**config.mk**
```make
export PLATFORM = sky130hd
export DESIGN_NAME = ffra_ram
export DESIGN_NICKNAME = d
export VERILOG_FILES = /design/src/hw/rtl/ffra_ram.sv
export SDC_FILE = /design/constraint.sdc
export NUM_CORES = 1
export LEC_CHECK = 0
export ABC_AREA = 0
export BUFFER_PORTS_ARGS = -buffer_cell sky130_fd_sc_hd__buf_2
export CORE_MARGIN = 4
export CORE_UTILIZATION = 45
export DETAILED_ROUTE_END_ITERATION = 10
export GPL_ROUTABILITY_DRIVEN = 0
export PLACE_DENSITY = 0.68
export SETUP_SLACK_MARGIN = 0.15
export SLEW_MARGIN = 10
export SYNTH_ARGS = -nofsm -noshare
export SYNTH_HDL_FRONTEND = slang
export SYNTH_SLANG_ARGS = --single-unit
```
**constraint.sdc**
```tcl
create_clock -name clock -period 3 [get_ports clock]
set_clock_uncertainty 0.1 [all_clocks]
set_input_delay 0.3 -clock clock [delete_from_list [all_inputs] [get_ports clock]]
set_output_delay 0.3 -clock clock [all_outputs]
set_load 0.02 [all_outputs]
```
**src/hw/rtl/ffra_ram.sv**
```systemverilog
`timescale 1ns / 1ps
module ffra_ram #(
   parameter int WIDTH = 8,
   parameter int DEPTH = 16
) (
   input  logic                     clock,
   input  logic                     wr_en,
   input  logic [$clog2(DEPTH)-1:0] wr_addr,
   input  logic [WIDTH-1:0]         wr_data,
   input  logic [$clog2(DEPTH)-1:0] rd_addr,
   output logic [WIDTH-1:0]         rd_data
);
   logic [WIDTH-1:0] mem [DEPTH];
   logic [WIDTH-1:0] rd_data_ff;

   always_ff @(posedge clock) begin
      if (wr_en) mem[wr_addr] <= wr_data;
      rd_data_ff <= mem[rd_addr];
   end
   assign rd_data = rd_data_ff;
endmodule

```
==> reports/results.ini, run 1 <==
[routing]
drcViolationCount=0
wl_met2_mm=4.72
wl_met3_um=519
post_drt_wl_per_cell_um=22.4
drtAntennaViolNets=0
viasPerCell=5.60
vias=2393
firstDrtPassIters=4
wl_met1_mm=4.17
drtIter0Drc=210
drt_wl_total_mm=9.57
top_layer_used=met4

[synthesis]
synth_xor_area_share_pct=0
ys_ff_latch=136
synth_area_um2=5150
muxShareOfSynthArea_pct=15.0
yosys_warnings=0
synth_adder_area_share_pct=0
synth_compound_area_share_pct=2.33
yosysUniqueCellTypes=19
syn_nets=247
synth_top_area_share_pct=74.7
syn_avg_cell_area_um2=22.5
synthesis.instances=229
synth_top_cell_by_area=edfxtp_1
synth_simple_gate_area_share_pct=3.18
synth_top_family_by_area=multiplexers
synth.area.top_cells=edfxtp_1 (75%), mux4_2 (7.9%), mux4_1 (7.1%)
seq_area_frac_synth_pct=77.8

[setup_path]
cp.arrival_ns=1.98
startpoint_type=input port
r2r_slack_ns=1.52
critPathKind=input port to flop
end_kind=flop
reg2reg_depth=3
crit-reg2reg-capture=rd_data[2]
r2r_start=mem[5][2]
critical_path.max_fanout=22
worstPathRequired_ns=3.19

[floorplan]
dieArea_um2=13200
start_util_pct=46.7
io_pins=26
fp.dieH_um=115
die_x_um=115
core_um2=11000
core.rowCount=38

[cells_and_area]
final_nets=292
areaGrowthSynthToFinish_pct=18.4
final_util_pct=55.3
mostFrequentLayoutCells=edfxtp_1 (128), buf_2 (25), mux4_2 (18), clkbuf_16 (17), a22oi_1 (16)
layout-drive-gt1-share_pct=30.0
finalInstanceArea_um2=6100
antenna_cells=0
final_common_cell=edfxtp_1

[clock_network]
cts_hold_buf=0
cts_sinks=136
cts_resized=0
path_clk_slew_ns=0.06
worstSkewPairLatency_ns=0.41
cts_made_buffers=17
cts.repair_timing.setup_buffer_count=0
ctsLongestPathBuffers=2
cts_tree=built
cts-htree-levels=4
cts-root-buf=clkbuf_16

[placement]
dp_hpwl_mm=6.00
io_buffers=25
placed_area_um2=5460

[status]
outcome=finished, final reports clean

[timing]
finalSetupViolCount=0
hold_viol=0
fmax_ghz=0.559
setup_tns_ns=0
maxSlewHeadroom_pct=40.8
finalCriticalPeriod_ns=1.79
rsz0062_at_grt=no
finalMaxSlewViolations=0
worstMarginPinSlew_ns=0.885
holdWs_ns=0.181
final.period_utilization_pct=59.6

[global_route]
grt_pass1_vias=2493
grt_pass1_wl_mm=15.2
antenna_found_initial=0
grt_max_degree=33
overflow=0
track_usage_pct=16.3

[power]
power_mw=4.53
power_density_nw_per_um2=743
p_leak_nw=2.06
ir_drop_uv=465

[min_path]
min_path_type=input port to flop
min_to=mem[2][4]
whs_path_depth=1
hp-start=wr_data[4]

[flow_run]
cap_violations=0

## stage by stage
| stage | setup slack [ns] | instances |
|---|---|---|
| after floorplan | 1.11 | 229 |
| after global placement | 0.805 | 395 |
| after detailed placement | 0.758 | 395 |
| after CTS | 1.17 | 427 |
| after global routing | 1.11 | 427 |
| final | 1.21 | 427 |
## cell type report
cell class                      instances  area (µm²)
Fill cell                             827        4930
Sequential cell                       136        4000
Multi-Input combinational cell         83        1060
Clock buffer                           21         470
Timing Repair Buffer                   36         220
Tap cell                              140         175
Clock inverter                         11         170
## registers in the layout (all words and copies together), names as in the netlist
register / flops
rd_data: 8
mem: 128
## logic make-up after synthesis
group | Yosys count
AO/OA/AOI/OAI | 16
buffers and inverters | 10
flip-flops | 136
multiplexers | 32
AND/OR/NAND/NOR | 35
## synthesized netlist by cell type
cell type and number:
nand3b_1 2, buf_2 3, nor3_1 4, mux4_2 18
or3b_2 1, nand2_1 9, clkdlybuf4s25_2 3, nand3_1 1
buf_6 3, nand2b_1 2, nor2b_1 1, and2_1 1
a22oi_1 16, edfxtp_1 128, dfxtp_1 8, nor2_1 13
mux4_1 14, and2b_1 1, buf_4 1
## worst max path at each step
stage,start,to,slack (ns),depth (start not counted)
finish,rd_addr[0],rd_data[5],1.21,5
floorplan,wr_addr[2],mem[0][0],1.11,2
global placement,rd_addr[0],rd_data[1],0.81,5
CTS,rd_addr[0],rd_data[5],1.17,5
global route,rd_addr[0],rd_data[4],1.11,5
detailed placement,rd_addr[0],rd_data[5],0.76,5
## worst max-delay path, cell delays in order
cell and delay, ns:
buf_2 0.57, buf_12 0.23, mux4_1 0.55, a22oi_1 0.24
nand2_1 0.08
## report_power, final
group | switching (mW) | total (mW) | internal, mW
sequential | 0.0111 | 2.14 | 2.13
combinational | 0.122 | 0.204 | 0.0816
clock | 0.735 | 2.19 | 1.46
total | 0.869 | 4.53 | 3.66
## per-layer routing
layer  track usage [%]  up-vias
met3              4.42       19
met2              24.8       69
met1              22.4     1245
met5                 0        -
li1                  -     1060
met4              6.81        0
(Power assumes the default switching activity.)
==> inputs of run 2 (changes only) <==
==> constraint.sdc (replaced) <==
create_clock -name clock -period 1.66 [get_ports clock]
set_clock_uncertainty 0.1 [all_clocks]
set_input_delay 0.166 -clock clock [delete_from_list [all_inputs] [get_ports clock]]
set_output_delay 0.166 -clock clock [all_outputs]
set_load 0.02 [all_outputs]
==> reports/results.ini, run 2 (synthesized netlist as in run 1, its figures left out) <==
[setup_path]
slowest_stage=mux4_1  ; was buf_2
cp.arrival_ns=1.60  ; was 1.98 ns
critical_path.max_fanout=1  ; was 22
critPathKind=flop to flop  ; was input port to flop
max_stage_delay_ns=0.50  ; was 0.57 ns
end_kind=flop  ; unchanged
worstPathRequired_ns=1.85  ; was 3.19 ns
worstPathCellList=mux4_1 > a22oi_1 > nand2_1  ; was buf_2 > buf_12 > mux4_1 > a22oi_1 > nand2_1
startpoint_type=flop  ; was input port

[floorplan]
die_x_um=115  ; unchanged
core_um2=11000  ; unchanged
dieArea_um2=13200  ; unchanged
start_util_pct=46.7  ; unchanged
core.rowCount=38  ; unchanged
fp.dieH_um=115  ; unchanged
io_pins=26  ; unchanged

[placement]
placed_cells=404  ; was 395
io_buffers=25  ; unchanged
dp_hpwl_mm=5.94  ; was 6.00 mm

[global_route]
track_usage_pct=15.0  ; was 16.3%
overflow=0  ; unchanged
grt_pass1_wl_mm=14.0  ; was 15.2 mm
grt_pass1_vias=2418  ; was 2493
grt_max_degree=22  ; was 33
antenna_found_initial=0  ; unchanged

[clock_network]
cts_sinks=136  ; unchanged
cts_tree=built  ; unchanged
ctsLongestPathBuffers=2  ; unchanged
cts-htree-levels=4  ; unchanged
worstSkewPairLatency_ns=0.41  ; about the same
path_clk_slew_ns=0.05  ; was 0.06 ns
cts_made_buffers=17  ; unchanged
cts-root-buf=clkbuf_16  ; unchanged

[routing]
viasPerCell=5.43  ; was 5.60
drtIter0Drc=206  ; was 210
drcViolationCount=0  ; unchanged
post_drt_wl_per_cell_um=21.2  ; was 22.4 µm
drt_wl_total_mm=9.23  ; was 9.57 mm
firstDrtPassIters=4  ; unchanged
vias=2368  ; was 2393
drtAntennaViolNets=0  ; unchanged

[power]
ir_drop_uv=937  ; was 465 µV
power_mw=7.73  ; was 4.53 mW
power_density_nw_per_um2=1260  ; was 743 nW/µm²
p_leak_nw=2.08  ; was 2.06 nW

[cells_and_area]
antenna_cells=0  ; unchanged
final_common_cell=edfxtp_1  ; unchanged
stdcell_count=436  ; was 427
final_util_pct=55.5  ; was 55.3%
mostFrequentLayoutCells=edfxtp_1 (128), buf_2 (25), mux4_2 (18), clkbuf_16 (17), buf_4 (17)  ; was edfxtp_1 (128), buf_2 (25), mux4_2 (18), clkbuf_16 (17), a22oi_1 (16)
regMostFlops=mem  ; unchanged
layout-drive-gt1-share_pct=32.4  ; was 30.0%
areaGrowthSynthToFinish_pct=19.0  ; was 18.4%
largest_reg_flops=128  ; unchanged
final_nets=301  ; was 292

[timing]
final.period_utilization_pct=84.9
fmax_ghz=0.710
setup_tns_ns=0  ; unchanged
hold_viol=0  ; unchanged
finalMaxSlewViolations=0  ; unchanged
maxSlewHeadroom_pct=47.4  ; was 40.8%
rsz0062_at_grt=no  ; unchanged
finalSetupViolCount=0  ; unchanged
worstMarginPinSlew_ns=0.786  ; was 0.885 ns
finalCriticalPeriod_ns=1.41

[flow_run]
cap_violations=0  ; unchanged

[min_path]
min_path_type=input port to flop  ; unchanged

[status]
outcome=finished, final reports clean  ; unchanged

run 2: cell types whose count changed in the layout (fill, tap and decap cells not counted), moves of 2 or more:
| cell | delta |
|---|---|
| a22oi_1 | -2 |
| a22oi_2 | +2 |
| buf_12 | +2 |
| buf_4 | +7 |
| bufinv_16 | -2 |
| clkbuf_8 | -3 |
| clkinv_1 | +3 |
| clkinv_2 | +3 |
| clkinv_4 | -2 |
run 2: worst max-delay path: cells and delay by family, from the launching register on:
kind | cells | cell delay, ns
simple gates | 1 | 0.09
mux | 1 | 0.50
compound gates | 1 | 0.25
flops | 1 | 0.35
run 2: path summary, 6_finish.rpt:
check	start	end	slack [ns]	cells after the start
worst max-delay path	mem[1][5]	rd_data[5]	0.25	3
worst min-delay path	wr_data[3]	mem[5][3]	0.03	1
worst max register to register	mem[1][5]	rd_data[5]	0.25	3
worst min register to register	mem[14][5]	rd_data[5]	0.58	3
run 2: report_power, final:
part | switching [mW] | internal, mW | leakage (nW)
logic | 0.220 | 0.161 | 0.592
registers | 0.0204 | 3.84 | 1.22
clock network | 1.31 | 2.18 | 0.267
run 2: layer usage:
layer,share of wire (%),wire length (µm),track usage [%],up-vias
met3,4.8,442,3.74,19
met5,0,0,0,-
met4,1.9,179,6.57,0
met2,51,4740,24.2,57
met1,42,3870,19.6,1213
li1,-,-,-,1079
run 2: through the flow:
stage	hold slack, ns	setup WS (ns)	instance area (µm²)
finish	0.0336	0.251	6120
global route	0.0398	0.167	6120
detailed placement	0.457	-0.0142	5550
CTS	0.0238	0.234	6110
global placement	0.444	-0.0186	5550
floorplan	0.165	0.128	5150
run 2: layout make-up:
type                            count  area [µm²]
Clock buffer                       17         425
Clock inverter                     15         135
Fill cell                         821        4910
Multi-Input combinational cell     83        1070
Sequential cell                   136        4000
Tap cell                          140         175
Timing Repair Buffer               45         313
run 2: what timing repair did:
| item | CTS | global route |
|---|---|---|
| buffers inserted | 0 | 0 |
| setup endpoints to repair | 0 | 2 |
| hold buffers | 0 | 0 |
| resized for setup | 0 | 2 |
==> inputs of run 3 (changes only) <==
--- a/config.mk
+++ b/config.mk
@@ -11,7 +11,7 @@
 export CORE_UTILIZATION = 45
 export DETAILED_ROUTE_END_ITERATION = 10
 export GPL_ROUTABILITY_DRIVEN = 0
-export PLACE_DENSITY = 0.68
+export PLACE_DENSITY = 0.7
 export SETUP_SLACK_MARGIN = 0.15
 export SLEW_MARGIN = 10
 export SYNTH_ARGS = -nofsm -noshare
==> constraint.sdc (replaced) <==
create_clock -name clock -period 1.2 [get_ports clock]
set_clock_uncertainty 0.1 [all_clocks]
set_input_delay 0.12 -clock clock [delete_from_list [all_inputs] [get_ports clock]]
set_output_delay 0.12 -clock clock [all_outputs]
set_load 0.02 [all_outputs]
==> reports/results.ini, run 3 (synthesized netlist as in run 1, its figures left out) <==
[clock_network]
ctsLongestPathBuffers=2  ; unchanged
worstSkewPairLatency_ns=0.41  ; about the same
cts_tree=built  ; unchanged
cts-root-buf=clkbuf_16  ; unchanged
path_clk_slew_ns=0.06  ; was 0.05 ns
cts-htree-levels=4  ; unchanged
cts_sinks=136  ; unchanged
cts_made_buffers=17  ; unchanged
cts.repair_timing.setup_buffer_count=0  ; unchanged

[power]
power_density_nw_per_um2=1680  ; was 1260 nW/µm²
ir_drop_uv=1230  ; was 937 µV
power_mw=11.1  ; was 7.73 mW
p_leak_nw=2.20  ; was 2.08 nW

[global_route]
antenna_found_initial=1  ; was 0
track_usage_pct=15.9  ; was 15.0%
grt_max_degree=19  ; was 22
grt_pass1_wl_mm=14.9  ; was 14.0 mm
overflow=0  ; unchanged
grt_pass1_vias=2634  ; was 2418

[floorplan]
core_um2=11000  ; unchanged
core.rowCount=38  ; unchanged
io_pins=26  ; unchanged
die_x_um=115  ; unchanged
dieArea_um2=13200  ; unchanged
fp.dieH_um=115  ; unchanged
start_util_pct=46.7  ; unchanged

[placement]
dp_hpwl_mm=6.23  ; was 5.94 mm
post-place-ws_ns=-0.464  ; was -0.0142 ns
io_buffers=25  ; unchanged
placed_cells=415  ; was 404

[timing]
rsz0062_at_grt=yes  ; was no
maxSlewHeadroom_pct=45.0  ; was 47.4%
finalMaxSlewViolations=0  ; unchanged
hold_viol=0  ; unchanged
finalSetupViolCount=8  ; was 0
worstMarginPinSlew_ns=0.823  ; was 0.786 ns
worst_slack_ns=-0.171  ; was 0.251 ns
finalCriticalPeriod_ns=1.37  ; was 1.41 ns
final.period_utilization_pct=114  ; was 84.9%
fmax_ghz=0.729  ; was 0.710 GHz
holdWs_ns=0.0167  ; was 0.0336 ns

[cells_and_area]
largest_reg_flops=128  ; unchanged
mostFrequentLayoutCells=edfxtp_1 (128), mux4_2 (32), clkbuf_16 (17), buf_2 (17), buf_12 (17)  ; was edfxtp_1 (128), buf_2 (25), mux4_2 (18), clkbuf_16 (17), buf_4 (17)
final_nets=319  ; was 301
stdcell_count=454  ; was 436
nFillCells=779  ; was 821
areaGrowthSynthToFinish_pct=28.6  ; was 19.0%
final_common_cell=edfxtp_1  ; unchanged
antenna_cells=0  ; unchanged
final_util_pct=60.0  ; was 55.5%
regMostFlops=mem  ; unchanged
layout-drive-gt1-share_pct=47.8  ; was 32.4%

[setup_path]
slowest_stage=mux4_2  ; was mux4_1
crit_buf_inv=0  ; unchanged
cp.arrival_ns=1.55  ; was 1.60 ns
worstPathRequired_ns=1.38  ; was 1.85 ns
critical_path.max_fanout=1  ; unchanged
worstSetupPathDepth=3  ; unchanged
max_stage_delay_ns=0.52  ; was 0.50 ns
startpoint_type=flop  ; unchanged
path_delay_family=multiplexers  ; unchanged
worstPathCellList=mux4_2 > a22oi_2 > nand2_1  ; was mux4_1 > a22oi_1 > nand2_1
reg2reg_depth=3  ; unchanged
end_kind=flop  ; unchanged
critPathKind=flop to flop  ; unchanged

[routing]
drtIter0Drc=268  ; was 206
vias=2465  ; was 2368
firstDrtPassIters=5  ; was 4
drtAntennaViolNets=0  ; unchanged
drt_wl_total_mm=9.34  ; was 9.23 mm
post_drt_wl_per_cell_um=20.6  ; was 21.2 µm
drcViolationCount=0  ; unchanged
viasPerCell=5.43  ; about the same

[flow_run]
cap_violations=0  ; unchanged

[status]
violations=setup timing
outcome=finished, violations left  ; was finished, final reports clean

[min_path]
min_path_type=input port to flop  ; unchanged
whs_path_depth=1  ; unchanged

run 3: changes by cell type in the layout (fill, tap and decap cells not counted), sizes merged:
cell,change
buf,+11
clkinv,-1
clkinvlp,-3
dlygate4sd3,+7
inv,+4
run 3: metal layers:
metal / up-vias / global-route usage, % / wire (µm)
li1: 1109 / - / -
met1: 1269 / 20.6 / 3930
met2: 72 / 25.0 / 4710
met3: 13 / 5.53 / 552
met4: 2 / 5.87 / 129
met5: - / 0 / 13
run 3: metrics by stage:
stage | setup TNS (ns) | instance area, µm²
finish | -1.06 | 6620
global route | -1.42 | 6620
floorplan | -3.64 | 5250
global placement | -19.35 | 5880
detailed placement | -21.00 | 5880
CTS | -1.14 | 6610
run 3: path summary, 6_finish.rpt:
path | start | end | slack [ns]
max | mem[7][2] | rd_data[2] | -0.17
min | wr_data[6] | mem[6][6] | 0.02
max reg2reg | mem[7][2] | rd_data[2] | -0.17
min reg2reg | mem[14][1] | rd_data[1] | 0.58
run 3: cell type report:
cell class              count  area (µm²)  share of cell area (%)
clock buffers              17         425                    6.43
clock inverters            15         168                    2.53
repair buffers             63         691                    10.4
flip-flops and latches    136        4020                    60.7
well taps                 140         175                    2.65
multi-input cells          83        1140                    17.3
run 3: power breakdown:
| group | internal [mW] | switching, mW |
|---|---|---|
| Clock | 3.10 | 1.98 |
| Sequential | 5.32 | 0.0441 |
| Combinational | 0.330 | 0.345 |
| Total | 8.75 | 2.37 |
run 3: repair_timing:
action / CTS / global route
endpoints found under the hold margin: 100 / 0
hold buffers: 7 / 0
endpoints found under the setup margin: 16 / 16
pin swaps: 2 / 3
resized for setup: 28 / 2
